`config.mk`:
```
export PLATFORM = sky130hd
export DESIGN_NAME = obj_vertex_face_record_parser_flat
export DESIGN_NICKNAME = d
export VERILOG_FILES = /design/src/hw/rtl/ovf_pkg.sv /design/src/hw/rtl/ovf_channels.sv /design/src/hw/rtl/ovf_input_stage.sv /design/src/hw/rtl/ovf_number_scan.sv /design/src/hw/rtl/ovf_record_build.sv /design/src/hw/rtl/obj_vertex_face_record_parser.sv /design/src/flat_wrapper.sv
export SDC_FILE = /design/constraint.sdc
export NUM_CORES = 1
export LEC_CHECK = 0
export BUFFER_PORTS_ARGS = -buffer_cell sky130_fd_sc_hd__buf_4
export CAP_MARGIN = 20
export CORE_MARGIN = 4
export CORE_UTILIZATION = 30
export DETAILED_ROUTE_END_ITERATION = 8
export PLACE_DENSITY = 0.47
export SLEW_MARGIN = 20
export SYNTH_ARGS = -nofsm -noshare
export SYNTH_HDL_FRONTEND = slang
export SYNTH_HIERARCHICAL = 1
export SYNTH_SLANG_ARGS = --single-unit
```
`constraint.sdc`:
```
create_clock -name clock -period 21.9 [get_ports clock]
set_input_delay 1.095 -clock clock [delete_from_list [all_inputs] [get_ports clock]]
set_output_delay 1.095 -clock clock [all_outputs]
set_load 0.05 [all_outputs]
```
`src/hw/rtl/ovf_pkg.sv`:
```
// Shared types, character codes and defaults for the vertex/face record parser.
package ovf_pkg;

   // Default configuration of the value path.
   localparam int DEF_VALUE_WIDTH     = 32;
   localparam int DEF_FRAC_BITS       = 16;
   localparam int DEF_MAX_FRAC_DIGITS = 5;

   // Fixed widths of the channel fields.
   localparam int BYTE_W  = 8;
   localparam int FIELD_W = 32;
   localparam int PLACE_W = 3;
   localparam int DIGIT_W = 4;

   // Character codes.
   localparam logic [BYTE_W-1:0] CH_ZERO  = 8'h30;
   localparam logic [BYTE_W-1:0] CH_NINE  = 8'h39;
   localparam logic [BYTE_W-1:0] CH_MINUS = 8'h2D;
   localparam logic [BYTE_W-1:0] CH_POINT = 8'h2E;
   localparam logic [BYTE_W-1:0] CH_V     = 8'h76;
   localparam logic [BYTE_W-1:0] CH_F     = 8'h66;

   // Record kind codes on the result channel.
   localparam logic KIND_VERTEX = 1'b0;
   localparam logic KIND_FACE   = 1'b1;

   // Record state: outside a record, in a vertex record, in a face record.
   typedef enum logic [2:0] {
      MODE_NONE   = 3'b001,
      MODE_VERTEX = 3'b010,
      MODE_FACE   = 3'b100
   } mode_type;

   // Number scanning state.
   typedef enum logic [2:0] {
      PHASE_NONE  = 3'b001,
      PHASE_WHOLE = 3'b010,
      PHASE_FRAC  = 3'b100
   } phase_type;

   // Token classes handed from the number scanner to the record builder.
   typedef enum logic [1:0] {
      TOK_VMARK = 2'd0,
      TOK_FMARK = 2'd1,
      TOK_INT   = 2'd2,
      TOK_REAL  = 2'd3
   } token_kind_type;

   // Control that travels with one token.
   typedef struct packed {
      logic           valid;
      token_kind_type kind;
      logic           negative;
      logic           last;
   } token_type;

   // One registered input word.
   typedef struct packed {
      logic [BYTE_W-1:0] text_byte;
      logic              stream_end;
   } req_word_type;

endpackage

```
`src/hw/rtl/ovf_channels.sv`:
```
// Valid/ready channel interfaces for the request and response sides of the parser.
interface ovf_req_if;
   logic                         valid;
   logic                         ready;
   logic [ovf_pkg::BYTE_W-1:0]   text_byte;
   logic                         stream_end;

   modport source (output valid, output text_byte, output stream_end, input ready);
   modport sink (input valid, input text_byte, input stream_end, output ready);
endinterface

interface ovf_rsp_if;
   logic                                valid;
   logic                                ready;
   logic                                record_kind;
   logic signed [ovf_pkg::FIELD_W-1:0]  first_value;
   logic signed [ovf_pkg::FIELD_W-1:0]  second_value;
   logic signed [ovf_pkg::FIELD_W-1:0]  third_value;
   logic                                clipped;

   modport source (output valid, output record_kind, output first_value,
                   output second_value, output third_value, output clipped, input ready);
   modport sink (input valid, input record_kind, input first_value,
                 input second_value, input third_value, input clipped, output ready);
endinterface

```
`src/hw/rtl/ovf_input_stage.sv`:
```
// Input register that holds one text word until the scanner consumes it.
module ovf_input_stage (
   input  logic                  clock,
   input  logic                  reset,
   ovf_req_if.sink               req_channel,
   input  logic                  take,
   output logic                  word_valid,
   output ovf_pkg::req_word_type word
);
   import ovf_pkg::*;

   logic         valid_ff;
   logic         valid_in;
   logic         accept;
   req_word_type word_ff;

   // A new word is taken whenever the register is empty or is drained this cycle.
   assign req_channel.ready = !valid_ff || take;
   assign accept            = req_channel.valid && req_channel.ready;

   always_comb begin
      if (accept) begin
         valid_in = 1'b1;
      end else if (take) begin
         valid_in = 1'b0;
      end else begin
         valid_in = valid_ff;
      end
   end

   always_ff @(posedge clock) begin
      if (reset) begin
         valid_ff <= 1'b0;
      end else begin
         valid_ff <= valid_in;
      end
   end

   // The payload needs no reset.
   always_ff @(posedge clock) begin
      if (accept) begin
         word_ff.text_byte  <= req_channel.text_byte;
         word_ff.stream_end <= req_channel.stream_end;
      end
   end

   assign word_valid = valid_ff;
   assign word       = word_ff;

endmodule

```
`src/hw/rtl/ovf_number_scan.sv`:
```
// Number scanner: accumulates whole and fraction digits and emits tokens.
module ovf_number_scan #(
   parameter int VALUE_WIDTH     = ovf_pkg::DEF_VALUE_WIDTH,
   parameter int FRAC_BITS       = ovf_pkg::DEF_FRAC_BITS,
   parameter int MAX_FRAC_DIGITS = ovf_pkg::DEF_MAX_FRAC_DIGITS
) (
   input  logic                    clock,
   input  logic                    reset,
   input  logic                    step,
   input  ovf_pkg::req_word_type   word,
   output ovf_pkg::token_type      token,
   output logic [VALUE_WIDTH-1:0]  token_whole,
   output logic [FRAC_BITS+1:0]    token_frac
);
   import ovf_pkg::*;

   localparam int FRAC_W = FRAC_BITS + 2;
   localparam int WIDE_W = VALUE_WIDTH + 4;
   localparam logic [63:0] ONE2 = 64'd1 << (FRAC_BITS + 1);

   // Rounded weight of one unit at each fraction place.
   localparam logic [63:0] FRAC_WEIGHT [8] = '{
      64'd0,
      ((ONE2 / 64'd10) + 64'd1) / 64'd2,
      ((ONE2 / 64'd100) + 64'd1) / 64'd2,
      ((ONE2 / 64'd1000) + 64'd1) / 64'd2,
      ((ONE2 / 64'd10000) + 64'd1) / 64'd2,
      ((ONE2 / 64'd100000) + 64'd1) / 64'd2,
      ((ONE2 / 64'd1000000) + 64'd1) / 64'd2,
      ((ONE2 / 64'd10000000) + 64'd1) / 64'd2
   };

   localparam logic [WIDE_W-1:0] WHOLE_CAP = (WIDE_W'(1) << (VALUE_WIDTH - 1)) + WIDE_W'(1);

   phase_type               phase_ff, phase_in, phase_upd;
   logic                    neg_ff, neg_in, neg_upd;
   logic [VALUE_WIDTH-1:0]  whole_ff, whole_in, whole_upd;
   logic [FRAC_W-1:0]       frac_ff, frac_in, frac_upd;
   logic [PLACE_W-1:0]      place_ff, place_in, place_upd;

   logic                    digit;
   logic [DIGIT_W-1:0]      digit_value;
   logic [WIDE_W-1:0]       whole_x10;
   logic [VALUE_WIDTH-1:0]  whole_acc;
   logic [PLACE_W-1:0]      place_next;
   logic [FRAC_W-1:0]       weight;
   logic [FRAC_W-1:0]       frac_acc;
   logic                    terminate;
   logic                    mark;
   token_kind_type          mark_kind;
   logic                    clear;

   // Character classification.
   assign digit       = (word.text_byte >= CH_ZERO) && (word.text_byte <= CH_NINE);
   assign digit_value = digit ? DIGIT_W'(word.text_byte - CH_ZERO) : '0;

   // Whole part times ten plus the digit, held at the cap once it is passed.
   assign whole_x10 = (WIDE_W'(whole_ff) << 3) + (WIDE_W'(whole_ff) << 1)
                      + WIDE_W'(digit_value);
   assign whole_acc = (whole_x10 > WHOLE_CAP) ? VALUE_WIDTH'(WHOLE_CAP)
                                              : VALUE_WIDTH'(whole_x10);

   // Fraction digit adds its weight at the next place.
   assign place_next = place_ff + PLACE_W'(1);
   assign weight     = FRAC_W'(FRAC_WEIGHT[place_next]);
   assign frac_acc   = frac_ff + FRAC_W'(weight * FRAC_W'(digit_value));

   // Number state after this byte, before any termination.
   always_comb begin
      phase_upd = phase_ff;
      neg_upd   = neg_ff;
      whole_upd = whole_ff;
      frac_upd  = frac_ff;
      place_upd = place_ff;
      terminate = 1'b0;
      mark      = 1'b0;
      mark_kind = TOK_VMARK;
      unique case (phase_ff)
         PHASE_WHOLE: begin
            if (digit) begin
               whole_upd = whole_acc;
            end else if (word.text_byte == CH_POINT) begin
               phase_upd = PHASE_FRAC;
            end else begin
               terminate = 1'b1;
            end
         end
         PHASE_FRAC: begin
            if (digit) begin
               if (place_ff < PLACE_W'(MAX_FRAC_DIGITS)) begin
                  place_upd = place_next;
                  frac_upd  = frac_acc;
               end
            end else begin
               terminate = 1'b1;
            end
         end
         PHASE_NONE: begin
            if (digit || (word.text_byte == CH_MINUS)) begin
               phase_upd = PHASE_WHOLE;
               neg_upd   = (word.text_byte == CH_MINUS);
               whole_upd = VALUE_WIDTH'(digit_value);
               frac_upd  = '0;
               place_upd = '0;
            end else if (word.text_byte == CH_V) begin
               mark      = 1'b1;
               mark_kind = TOK_VMARK;
            end else if (word.text_byte == CH_F) begin
               mark      = 1'b1;
               mark_kind = TOK_FMARK;
            end
         end
         default: begin
            terminate = 1'b0;
         end
      endcase
   end

   // Token out: a record mark, a terminated number, or a number closed by stream end.
   always_comb begin
      token.valid    = mark || terminate || (word.stream_end && (phase_upd != PHASE_NONE));
      token.negative = neg_upd;
      token.last     = word.stream_end;
      if (mark) begin
         token.kind = mark_kind;
      end else if (phase_upd == PHASE_FRAC) begin
         token.kind = TOK_REAL;
      end else begin
         token.kind = TOK_INT;
      end
   end

   assign token_whole = whole_upd;
   assign token_frac  = frac_upd;

   // Next number state: cleared after a token is taken or at stream end.
   assign clear = terminate || word.stream_end;

   always_comb begin
      if (clear) begin
         phase_in = PHASE_NONE;
         neg_in   = 1'b0;
         whole_in = '0;
         frac_in  = '0;
         place_in = '0;
      end else begin
         phase_in = phase_upd;
         neg_in   = neg_upd;
         whole_in = whole_upd;
         frac_in  = frac_upd;
         place_in = place_upd;
      end
   end

   always_ff @(posedge clock) begin
      if (reset) begin
         phase_ff <= PHASE_NONE;
         neg_ff   <= 1'b0;
         whole_ff <= '0;
         frac_ff  <= '0;
         place_ff <= '0;
      end else if (step) begin
         phase_ff <= phase_in;
         neg_ff   <= neg_in;
         whole_ff <= whole_in;
         frac_ff  <= frac_in;
         place_ff <= place_in;
      end
   end

endmodule

```
`src/hw/rtl/ovf_record_build.sv`:
```
// Record builder: converts tokens to slot values and registers finished records.
module ovf_record_build #(
   parameter int VALUE_WIDTH = ovf_pkg::DEF_VALUE_WIDTH,
   parameter int FRAC_BITS   = ovf_pkg::DEF_FRAC_BITS
) (
   input  logic                    clock,
   input  logic                    reset,
   input  logic                    step,
   input  ovf_pkg::token_type      token,
   input  logic [VALUE_WIDTH-1:0]  token_whole,
   input  logic [FRAC_BITS+1:0]    token_frac,
   output logic                    out_free,
   ovf_rsp_if.source               rsp_channel
);
   import ovf_pkg::*;

   localparam int FRAC_W = FRAC_BITS + 2;
   localparam int MAG_W  = ((VALUE_WIDTH > FRAC_W) ? VALUE_WIDTH : FRAC_W) + 2;
   localparam logic [MAG_W-1:0] LIM_NEG = MAG_W'(1) << (VALUE_WIDTH - 1);
   localparam logic [MAG_W-1:0] LIM_POS = LIM_NEG - MAG_W'(1);

   mode_type                mode_ff, mode_in;
   logic [1:0]              count_ff, count_in;
   logic                    clip_ff, clip_in;
   logic [VALUE_WIDTH-1:0]  slot_ff [2];
   logic                    slot_write;

   logic                    out_valid_ff, out_valid_in;
   logic                    kind_ff;
   logic [FIELD_W-1:0]      value_ff [3];
   logic                    clipped_ff;

   logic [MAG_W-1:0]        limit;
   logic [MAG_W-1:0]        whole_mag;
   logic [MAG_W-1:0]        vertex_mag;
   logic [MAG_W-1:0]        mag;
   logic                    saturate;
   logic [MAG_W-1:0]        sat_mag;
   logic [VALUE_WIDTH-1:0]  value;
   logic                    is_number;
   logic                    emit;

   // Magnitude limit depends on the sign.
   assign limit     = token.negative ? LIM_NEG : LIM_POS;
   assign whole_mag = MAG_W'(token_whole);

   // Fixed-point magnitude; an oversize whole part forces saturation.
   assign vertex_mag = (whole_mag > (limit >> FRAC_BITS)) ? (limit + MAG_W'(1))
                       : ((whole_mag << FRAC_BITS) + MAG_W'(token_frac));

   // Slot magnitude: mismatched tokens give zero.
   assign is_number = (token.kind == TOK_INT) || (token.kind == TOK_REAL);

   always_comb begin
      if ((mode_ff == MODE_VERTEX) && is_number) begin
         mag = vertex_mag;
      end else if ((mode_ff == MODE_FACE) && (token.kind == TOK_INT)) begin
         mag = whole_mag;
      end else begin
         mag = '0;
      end
   end

   // Saturate and apply the sign.
   assign saturate = mag > limit;
   assign sat_mag  = saturate ? limit : mag;
   assign value    = token.negative ? VALUE_WIDTH'(-sat_mag) : VALUE_WIDTH'(sat_mag);

   // Record sequencing.
   always_comb begin
      mode_in    = mode_ff;
      count_in   = count_ff;
      clip_in    = clip_ff;
      slot_write = 1'b0;
      emit       = 1'b0;
      if (token.valid) begin
         if (mode_ff == MODE_NONE) begin
            if (token.kind == TOK_VMARK) begin
               mode_in  = MODE_VERTEX;
               count_in = '0;
               clip_in  = 1'b0;
            end else if (token.kind == TOK_FMARK) begin
               mode_in  = MODE_FACE;
               count_in = '0;
               clip_in  = 1'b0;
            end
         end else begin
            clip_in = clip_ff || saturate;
            if (count_ff == 2'd2) begin
               emit     = 1'b1;
               mode_in  = MODE_NONE;
               count_in = '0;
            end else begin
               slot_write = 1'b1;
               count_in   = count_ff + 2'd1;
            end
         end
      end
      // Stream end drops any partial record.
      if (token.last) begin
         mode_in  = MODE_NONE;
         count_in = '0;
         clip_in  = 1'b0;
      end
   end

   always_ff @(posedge clock) begin
      if (reset) begin
         mode_ff  <= MODE_NONE;
         count_ff <= '0;
         clip_ff  <= 1'b0;
      end else if (step) begin
         mode_ff  <= mode_in;
         count_ff <= count_in;
         clip_ff  <= clip_in;
      end
   end

   // Slot storage for the first two values of a record.
   always_ff @(posedge clock) begin
      if (step && slot_write) begin
         slot_ff[count_ff[0]] <= value;
      end
   end

   // Result register; it frees when the consumer takes the word.
   assign out_free = !out_valid_ff || rsp_channel.ready;

   always_comb begin
      if (step && emit) begin
         out_valid_in = 1'b1;
      end else if (rsp_channel.ready) begin
         out_valid_in = 1'b0;
      end else begin
         out_valid_in = out_valid_ff;
      end
   end

   always_ff @(posedge clock) begin
      if (reset) begin
         out_valid_ff <= 1'b0;
      end else begin
         out_valid_ff <= out_valid_in;
      end
   end

   always_ff @(posedge clock) begin
      if (step && emit) begin
         kind_ff     <= (mode_ff == MODE_FACE) ? KIND_FACE : KIND_VERTEX;
         value_ff[0] <= FIELD_W'($signed(slot_ff[0]));
         value_ff[1] <= FIELD_W'($signed(slot_ff[1]));
         value_ff[2] <= FIELD_W'($signed(value));
         clipped_ff  <= clip_ff || saturate;
      end
   end

   assign rsp_channel.valid        = out_valid_ff;
   assign rsp_channel.record_kind  = kind_ff;
   assign rsp_channel.first_value  = value_ff[0];
   assign rsp_channel.second_value = value_ff[1];
   assign rsp_channel.third_value  = value_ff[2];
   assign rsp_channel.clipped      = clipped_ff;

endmodule

```
`src/hw/rtl/obj_vertex_face_record_parser.sv`:
```
// Top level of the vertex/face record parser: text bytes in, parsed records out.
// The parser takes one text byte per clock cycle and keeps that rate as long as
// the result side accepts records; while a finished record waits in the result
// register and is not taken, the held byte and the input stall. A byte passes
// through an input register, then one pass of digit accumulation, fixed-point
// conversion and saturation, and lands in the result register. The digit
// accumulation of the number scanner followed by the fixed-point shift and add,
// saturation and negation of the record builder set the clock budget of that
// pass. Vertex values are signed fixed point with FRAC_BITS fraction bits, face
// values are integers, and stream_end on a byte finishes any number in progress
// and then drops an incomplete record.
module obj_vertex_face_record_parser #(
   parameter int VALUE_WIDTH     = ovf_pkg::DEF_VALUE_WIDTH,
   parameter int FRAC_BITS       = ovf_pkg::DEF_FRAC_BITS,
   parameter int MAX_FRAC_DIGITS = ovf_pkg::DEF_MAX_FRAC_DIGITS
) (
   input  logic       clock,
   input  logic       reset,
   ovf_req_if.sink    req_channel,
   ovf_rsp_if.source  rsp_channel
);
   import ovf_pkg::*;

   logic                    word_valid;
   req_word_type            word;
   logic                    out_free;
   logic                    step;
   token_type               token;
   logic [VALUE_WIDTH-1:0]  token_whole;
   logic [FRAC_BITS+1:0]    token_frac;

   // A held word is processed whenever the result register can take a record.
   assign step = word_valid && out_free;

   ovf_input_stage u_input (
      .clock       (clock),
      .reset       (reset),
      .req_channel (req_channel),
      .take        (step),
      .word_valid  (word_valid),
      .word        (word)
   );

   ovf_number_scan #(
      .VALUE_WIDTH     (VALUE_WIDTH),
      .FRAC_BITS       (FRAC_BITS),
      .MAX_FRAC_DIGITS (MAX_FRAC_DIGITS)
   ) u_scan (
      .clock       (clock),
      .reset       (reset),
      .step        (step),
      .word        (word),
      .token       (token),
      .token_whole (token_whole),
      .token_frac  (token_frac)
   );

   ovf_record_build #(
      .VALUE_WIDTH (VALUE_WIDTH),
      .FRAC_BITS   (FRAC_BITS)
   ) u_build (
      .clock       (clock),
      .reset       (reset),
      .step        (step),
      .token       (token),
      .token_whole (token_whole),
      .token_frac  (token_frac),
      .out_free    (out_free),
      .rsp_channel (rsp_channel)
   );

endmodule

```
`src/flat_wrapper.sv`:
```
// flat-port wrapper written by rule: the top's interface ports become plain ports
module obj_vertex_face_record_parser_flat import ovf_pkg::*;
#(
   parameter int VALUE_WIDTH     = ovf_pkg::DEF_VALUE_WIDTH,
   parameter int FRAC_BITS       = ovf_pkg::DEF_FRAC_BITS,
   parameter int MAX_FRAC_DIGITS = ovf_pkg::DEF_MAX_FRAC_DIGITS
)
  (clock, reset, req_channel_valid, req_channel_text_byte, req_channel_stream_end, req_channel_ready, rsp_channel_valid, rsp_channel_record_kind, rsp_channel_first_value, rsp_channel_second_value, rsp_channel_third_value, rsp_channel_clipped, rsp_channel_ready);
  ovf_req_if req_channel_i ();
  ovf_rsp_if rsp_channel_i ();
  input  logic clock;
  input  logic reset;
  input wire logic [$bits(req_channel_i.valid)-1:0] req_channel_valid;
  input wire logic [$bits(req_channel_i.text_byte)-1:0] req_channel_text_byte;
  input wire logic [$bits(req_channel_i.stream_end)-1:0] req_channel_stream_end;
  output wire logic [$bits(req_channel_i.ready)-1:0] req_channel_ready;
  output wire logic [$bits(rsp_channel_i.valid)-1:0] rsp_channel_valid;
  output wire logic [$bits(rsp_channel_i.record_kind)-1:0] rsp_channel_record_kind;
  output wire logic [$bits(rsp_channel_i.first_value)-1:0] rsp_channel_first_value;
  output wire logic [$bits(rsp_channel_i.second_value)-1:0] rsp_channel_second_value;
  output wire logic [$bits(rsp_channel_i.third_value)-1:0] rsp_channel_third_value;
  output wire logic [$bits(rsp_channel_i.clipped)-1:0] rsp_channel_clipped;
  input wire logic [$bits(rsp_channel_i.ready)-1:0] rsp_channel_ready;
  assign req_channel_i.valid = req_channel_valid;
  assign req_channel_i.text_byte = req_channel_text_byte;
  assign req_channel_i.stream_end = req_channel_stream_end;
  assign req_channel_ready = req_channel_i.ready;
  assign rsp_channel_valid = rsp_channel_i.valid;
  assign rsp_channel_record_kind = rsp_channel_i.record_kind;
  assign rsp_channel_first_value = rsp_channel_i.first_value;
  assign rsp_channel_second_value = rsp_channel_i.second_value;
  assign rsp_channel_third_value = rsp_channel_i.third_value;
  assign rsp_channel_clipped = rsp_channel_i.clipped;
  assign rsp_channel_i.ready = rsp_channel_ready;
  obj_vertex_face_record_parser #(.VALUE_WIDTH(VALUE_WIDTH), .FRAC_BITS(FRAC_BITS), .MAX_FRAC_DIGITS(MAX_FRAC_DIGITS)) u_core (.clock(clock), .reset(reset), .req_channel(req_channel_i), .rsp_channel(rsp_channel_i));
endmodule
```
**Yosys cells after proc, flatten, opt, wreduce, memory -nomap -nowiden**

Memory sizes are Yosys's and may differ from the RTL's.
Cells that the tools add are included.
W data, S select, Z words.

- Word-level logic and storage cells: 160
- Flip-flop bits (word level): 76
- Memories kept: 3
- ROM bits: 512
- Input port bits: 13
- Output and inout bits: 100
- Bits in writable memories: 160

Memory list:

| memory | depth | width | read ports | clocked after Yosys merged registers in | write ports | line | text |
|---|---|---|---|---|---|---|---|
| (no name shown) | 8 | 64 | 1 | 0 | 0 | ovf_number_scan.sv:65 | `assign weight = FRAC_W'(FRAC_WEIGHT[place_next]);` |
| u_core.u_build.value_ff | 3 | 32 | 3 | 0 | 3 | ovf_record_build.sv:30 | `logic [FIELD_W-1:0] value_ff [3];` |
| u_core.u_build.slot_ff | 2 | 32 | 2 | 0 | 1 | ovf_record_build.sv:25 | `logic [VALUE_WIDTH-1:0] slot_ff [2];` |

- Bitwise operators: 1
- Reductions and logical operators: 27
- $add $sub $neg: 9
- Multipliers: 1
- Magnitude comparators: 7
- Eq/ne operators: 20
- Multiplexer cells: 78

Operators with widths:

| operator | count |
|---|---|
| $mux W32 | 8 |
| $mux W18 | 6 |
| $mux W34 | 2 |
| $pmux W32 S2 | 1 |
| $mux W3 | 14 |
| $add A35 B33 Y36 | 1 |
| $add A36 B4 Y36 | 1 |
| $gt A36 B32 Y1 const B | 1 |
| $pmux W18 S2 | 1 |
| $mux W1 | 35 |
| $add A34 B1 Y34 const B | 1 |
| $add A34 B18 Y34 | 1 |
| $gt A34 B32 Y1 | 1 |
| $gt A32 B18 Y1 | 1 |
| $neg A32 Y32 | 1 |
| $add A18 B18 Y18 | 1 |
| $mul A18 B4 Y18 | 1 |
| $eq A8 B6 Y1 const B | 2 |
| $eq A8 B7 Y1 const B | 2 |
| $mux W2 | 7 |
| $pmux W3 S2 | 2 |
| $eq A3 B3 Y1 const B | 3 |
| $ne A3 B3 Y1 const B | 3 |
| $ge A8 B6 Y1 const B | 1 |
| other kinds (24) | 46 |

**Depth between registers and ports, before layout**

- Depth after elaboration: 18
- Depth in mapped cells: 47
- Mapped depth without buffers: 44

**Hierarchy**

The synthesis kept the hierarchy.

By module, submodules not included:

| module | instances | cells an instance | sequential area each (µm²) | area an instance (µm²) |
|---|---|---|---|---|
| ovf_record_build | 1 | 751 | 5004.8 | 8926.1 |
| ovf_number_scan | 1 | 954 | 1141.1 | 7533.5 |
| ovf_input_stage | 1 | 14 | 290.3 | 325.3 |
| obj_vertex_face_record_parser | 1 | 1 | 0.0 | 6.3 |

**Least setup slack after synthesis**

Ideal clock, no wire load.

- Kind: register to register
- From: reg u_core.u_input.word_ff (netlist bit u_core/u_input/word[2])
- To: mem u_core/u_build/slot_ff[0][12] (netlist name), data pin
- Arrival time: 10.137 ns
- Stages on the path, launching flop included: 46
- Setup slack: 11.492 ns
- Setup time: 0.272 ns
- Path buffers: 7
- Cells stage by stage: edfxtp_1 -> o21ai_0 -> and3_1 -> clkbuf_1 -> nand2_1 -> fa_1 -> inv_1 -> fa_1 -> a211oi_2 -> o21a_1 -> o31a_1 -> nor4b_1 -> or4_4 -> a2111oi_4 -> a41oi_4 -> clkbuf_2 -> o21ai_0 -> ha_1 -> [... 10 more ...] -> a21oi_1 -> nand2_1 -> a221oi_1 -> o211ai_1 -> a31oi_1 -> o21a_1 -> buf_2 -> buf_1 -> a21oi_1 -> inv_1 -> ha_1 -> clkbuf_1 -> and2_1 -> nand2_1 -> nor3_1 -> nand3_1 -> a21oi_1 -> nor3_1

RTL lines:

| element | line | text |
|---|---|---|
| start, declared | ovf_input_stage.sv:15 | `req_word_type word_ff;` |
| $ge A8 B6 Y1 / $le A8 B6 Y1 (equally long branches) | ovf_number_scan.sv:54 | `assign digit = (word.text_byte >= CH_ZERO) && (word.text_byte <= CH_NINE);` |
| $logic_and A1 B1 Y1 | ovf_number_scan.sv:54 |  |
| $mux W4 | ovf_number_scan.sv:55 | `assign digit_value = digit ? DIGIT_W'(word.text_byte - CH_ZERO) : '0;` |
| $add A36 B4 Y36 | ovf_number_scan.sv:59 | `+ WIDE_W'(digit_value);` |
| $gt A36 B32 Y1 | ovf_number_scan.sv:60 | `assign whole_acc = (whole_x10 > WHOLE_CAP) ? VALUE_WIDTH'(WHOLE_CAP)` |
| $mux W32 | ovf_number_scan.sv:60 |  |
| $mux W32 | ovf_number_scan.sv:80 | `if (digit) begin` |
| $pmux W32 S2 (*) | ovf_number_scan.sv:78 | `unique case (phase_ff)` |
| net u_core.token_whole[13] | obj_vertex_face_record_parser.sv:29 | `logic [VALUE_WIDTH-1:0] token_whole;` |
| [... 1 more ...] | - |  |
| $mux W34 | ovf_record_build.sv:48 | `assign vertex_mag = (whole_mag > (limit >> FRAC_BITS)) ? (limit + MAG_W'(1))` |
| $mux W34 (*) | ovf_record_build.sv:55 | `if ((mode_ff == MODE_VERTEX) && is_number) begin` |
| $gt A34 B32 Y1 | ovf_record_build.sv:65 | `assign saturate = mag > limit;` |
| $mux W32 (*) | ovf_record_build.sv:66 | `assign sat_mag = saturate ? limit : mag;` |
| net u_core.u_build.sat_mag[0] | ovf_record_build.sv:38 | `logic [MAG_W-1:0] sat_mag;` |
| $neg A32 Y32 (*) | ovf_record_build.sv:67 | `assign value = token.negative ? VALUE_WIDTH'(-sat_mag) : VALUE_WIDTH'(sat_mag);` |
| $mux W32 (*) | ovf_record_build.sv:67 |  |
| net u_core.u_build.value[12] | ovf_record_build.sv:39 | `logic [VALUE_WIDTH-1:0] value;` |
| end, declared | ovf_record_build.sv:25 |  |

The timed path passes the listed nets; every way through them passes the cells marked *.

==> summary.md <==
| Metric | Value |
|---|---|
| Run status | `finished clean` |
| Initial antenna violation count | `0` |
| Yosys cell types | `111` |
| # Max-Cap Violations | `0` |
| Fin crit period | `around 13 ns` |
| Vias | `around 14,000` |
| Hold WS | `approximately 0.40 ns` |
| Placed cell area | `roughly 18,000 µm²` |
| Mapped Nets | `1,917` |
| Non-Filler Instances | `~2,600` |
| Clk_lat worst skew | `around 0.55 ns` |
| Fin. Hold Viols | `0` |
| Synth Warn # | `6` |
| Max Transition Viols Final | `0` |
| Slew at the pin closest to its max-slew limit | `1.08 ns` |
| Sequential area share after synthesis | `about two fifths` |
| Setup CP Type | `register to register` |
| # IOs | `about 110` |
| Overall routed net length | `51.2 mm` |
| Number of routed nets with antenna violations | `0` |
| Top-area cell type share of the netlist area | `a little under a third` |
| CTS Root Cell | `clkbuf_16` |
| CP max-delay cell | `a21oi_2` |
| CTS tree | `yes` |
| Port-buffer cells | `between 100 and 150` |
| Initial drt markers | `1,241` |
| CP Launch Type | `register` |
| Mapped Avg Cell Area | `9.76 µm²` |
| Pin count of the biggest net entering global routing | `85` |
| Vias in the first global route | `13,500` |
| Hold Path Class | `register to register` |
| Postcts setup bufs | `0` |
| Die width | `245 µm` |
| Die Ht | `~240 µm` |
| Top cells by area, synth | `edfxtp_1, ha_1, dfxtp_1` |
| Placer Congestion | `0.869` |
| Critical Path AT | `13.13 ns` |
| # diodes | `0` |
| Fillcell total | `5,680` |
| Share of cells above drive strength 1 | `14.6%` |
| Top_reg_cell synth | `edfxtp_1` |
| Grt total ovfl | `0` |
| Setup tns final | `0 ns` |
| Rows | `86` |
| Initial Util | `around 30%` |
| Hold path cells | `0` |
| Final nets | `approximately 2,000` |
| Resized cells post-CTS | `0` |
| Post-DR vias/cell | `around 5.4` |
| Pwr Density | `48.7 nW/µm²` |
| Cell count after synthesis | `roughly 1,700` |
| Setup Viol. Count Final | `0` |
| Cell area after layout | `19,300 µm²` |
| Clock-pin slew of the registers on the worst-case setup and hold paths | `around 0.06 ns` |
| First-pass GRT wire length | `78.8 mm` |
| Netlist Area Pre-Place | `16,800 µm²` |
| Max Clk Rate | `slightly below 80 MHz` |
| Clock sink total | `between 200 and 250` |
| Fin util | `34.9%` |
| Number of H-tree levels | `1` |
| Max incr delay on CP | `around 0.86 ns` |
| Final period utilization | `between 50% and 60%` |
| Num CTS Buffers | `26` |
| Total Power | `0.942 mW` |
| Area of the multi-input gates | `between 9000 and 10,000 µm²` |
| Synth area leader | `edfxtp_1` |
| Worst slew margin | `between 20% and 30%` |
| Die footprint | `approximately 60,000 µm²` |
| Crit end category | `register` |
| Layout area overhead | `15.1%` |
| Worst Path Max Fanout | `34` |
| Worst path required time | `around 22 ns` |
| Clock buffer depth | `3` |
| Max VDD drop | `0.0468 mV` |
| Placed instance count | `2,532` |
| Worst Skew | `around 0.023 ns` |
| Share of flip-flops with an asynchronous set or reset | `0%` |
| Core Region | `approximately 55,000 µm²` |
| Number of enable flip-flop cells after synthesis | `between 150 and 200` |
| Setup ws final | `just over 9 ns` |
| FF-to-FF path depth | `40` |
| Yosys reg bits | `236` |
| Leak Pwr | `between 7 and 8 nW` |
| CP most frequent cell | `ha_1` |
| Hold buffer count at CTS | `0` |
| Avg WL per Cell | `19.8 µm` |
| Hpwl dp | `39.5 mm` |
| Unrepaired setup endpoints after global routing | `no` |
| Register area | `roughly 6400 µm²` |
| TritonRoute pass-1 iters | `6` |
| Total GRT Usage | `around 16%` |
| Residual DRC | `0` |
| Placement Setup Slack | `~9 ns` |
## cell usage in the layout, fill, tap and decap left out, types with 15 or more instances in the layout
master,n
a211oi_1,19
a21o_1,19
a21oi_1,99
a22o_1,26
a22oi_1,22
a31oi_1,17
and3_1,26
buf_4,137
clkbuf_16,27
dfxtp_1,65
edfxtp_1,171
fa_1,31
ha_1,153
inv_1,101
nand2_1,154
nand3_1,60
nand4_1,34
nor2_1,115
nor2b_1,15
nor3_1,43
o21a_1,17
o21ai_0,86
o21ai_1,16
o31ai_2,16
or3_1,15
xnor2_1,25
xor2_1,20
## cell families (layout without fill, tap and decap cells)
group / after synthesis / after routing / synth area share (%)
AO/OA/AOI/OAI: 490 / 490 / 21.3
AND/OR/NAND/NOR: 572 / 572 / 17.6
XOR/XNOR: 45 / 45 / 2.35
multiplexers: 14 / 14 / 0.857
adder cells (fa/ha/maj): 184 / 184 / 15.1
buffers and inverters: 179 / 291 / 4.40
flip-flops: 236 / 236 / 38.3
## power by group
group | switching [mW] | internal [mW]
clock network | 0.189 | 0.250
logic | 0.0178 | 0.00784
registers | 0.00177 | 0.475
total | 0.209 | 0.733
## flip-flops by register name, indices dropped and copies added, names as in the netlist
name and flops:
u_core/u_build/clip_ff 1, u_core/u_build/count_ff 2, u_core/u_build/mode_ff 3, u_core/u_build/rsp_channel.clipped 1, u_core/u_build/rsp_channel.record_kind 1, u_core/u_build/rsp_channel.valid 1
u_core/u_build/slot_ff 64, u_core/u_build/value_ff 96, u_core/u_input/word 9, u_core/u_input/word_valid 1, u_core/u_scan/frac_ff 18, u_core/u_scan/neg_ff 1
u_core/u_scan/phase_ff 3, u_core/u_scan/place_ff 3, u_core/u_scan/whole_ff 32
## cell usage after synthesis (26+ instances only)
cell type / count
a22o_1: 26
nand4_1: 34
o21ai_0: 90
fa_1: 31
inv_1: 102
nor3_1: 44
ha_1: 153
and3_1: 26
nand2_1: 154
nor2_1: 116
a21oi_1: 99
nand3_1: 60
clkbuf_1: 44
dfxtp_1: 65
edfxtp_1: 171
## per-layer routing
metal | part of all wire [%] | track usage (%) | vias to the layer above | routed length (µm)
met3 | 5.2 | 2.02 | 81 | 2670
met4 | 2.5 | 4.28 | 0 | 1280
met1 | 46 | 22.9 | 6771 | 23700
met5 | 0 | 0 | - | 0
li1 | - | - | 6681 | -
met2 | 46 | 27.1 | 420 | 23600
## critical path: cells and delay by family, from the launching register on
| kind | cells | cell delay (ns) |
|---|---|---|
| AOI/OAI and AO/OA | 19 | 5.93 |
| and+or+nand+nor | 11 | 3.42 |
| buffers and inverters | 5 | 0.98 |
| DFF | 1 | 0.41 |
| adders and majority gates | 5 | 1.80 |
## worst paths after layout
check	from	to	slack, ns
worst min register to register	u_core/u_build/slot_ff[0][16]$_DFFE_PP_	u_core/u_build/value_ff[0][16]$_DFFE_PP_	0.40
worst max-delay path	u_core/u_input/word[2]$_DFFE_PP_	u_core/u_build/value_ff[0][94]$_DFFE_PP_	9.08
worst max register to register	u_core/u_input/word[2]$_DFFE_PP_	u_core/u_build/value_ff[0][94]$_DFFE_PP_	9.08
worst min-delay path	u_core/u_build/slot_ff[0][16]$_DFFE_PP_	u_core/u_build/value_ff[0][16]$_DFFE_PP_	0.40
## final cells by class
class                           instances  share of cell area (%)
Multi-Input combinational cell       1305                    49.9
Sequential cell                       236                    33.3
Timing Repair Buffer                  138                    5.43
Tap cell                              748                    4.84
Clock buffer                           28                    3.52
Inverter                              106                    2.07
Clock inverter                         19                   0.894
Power figures use the tool's default switching activity.
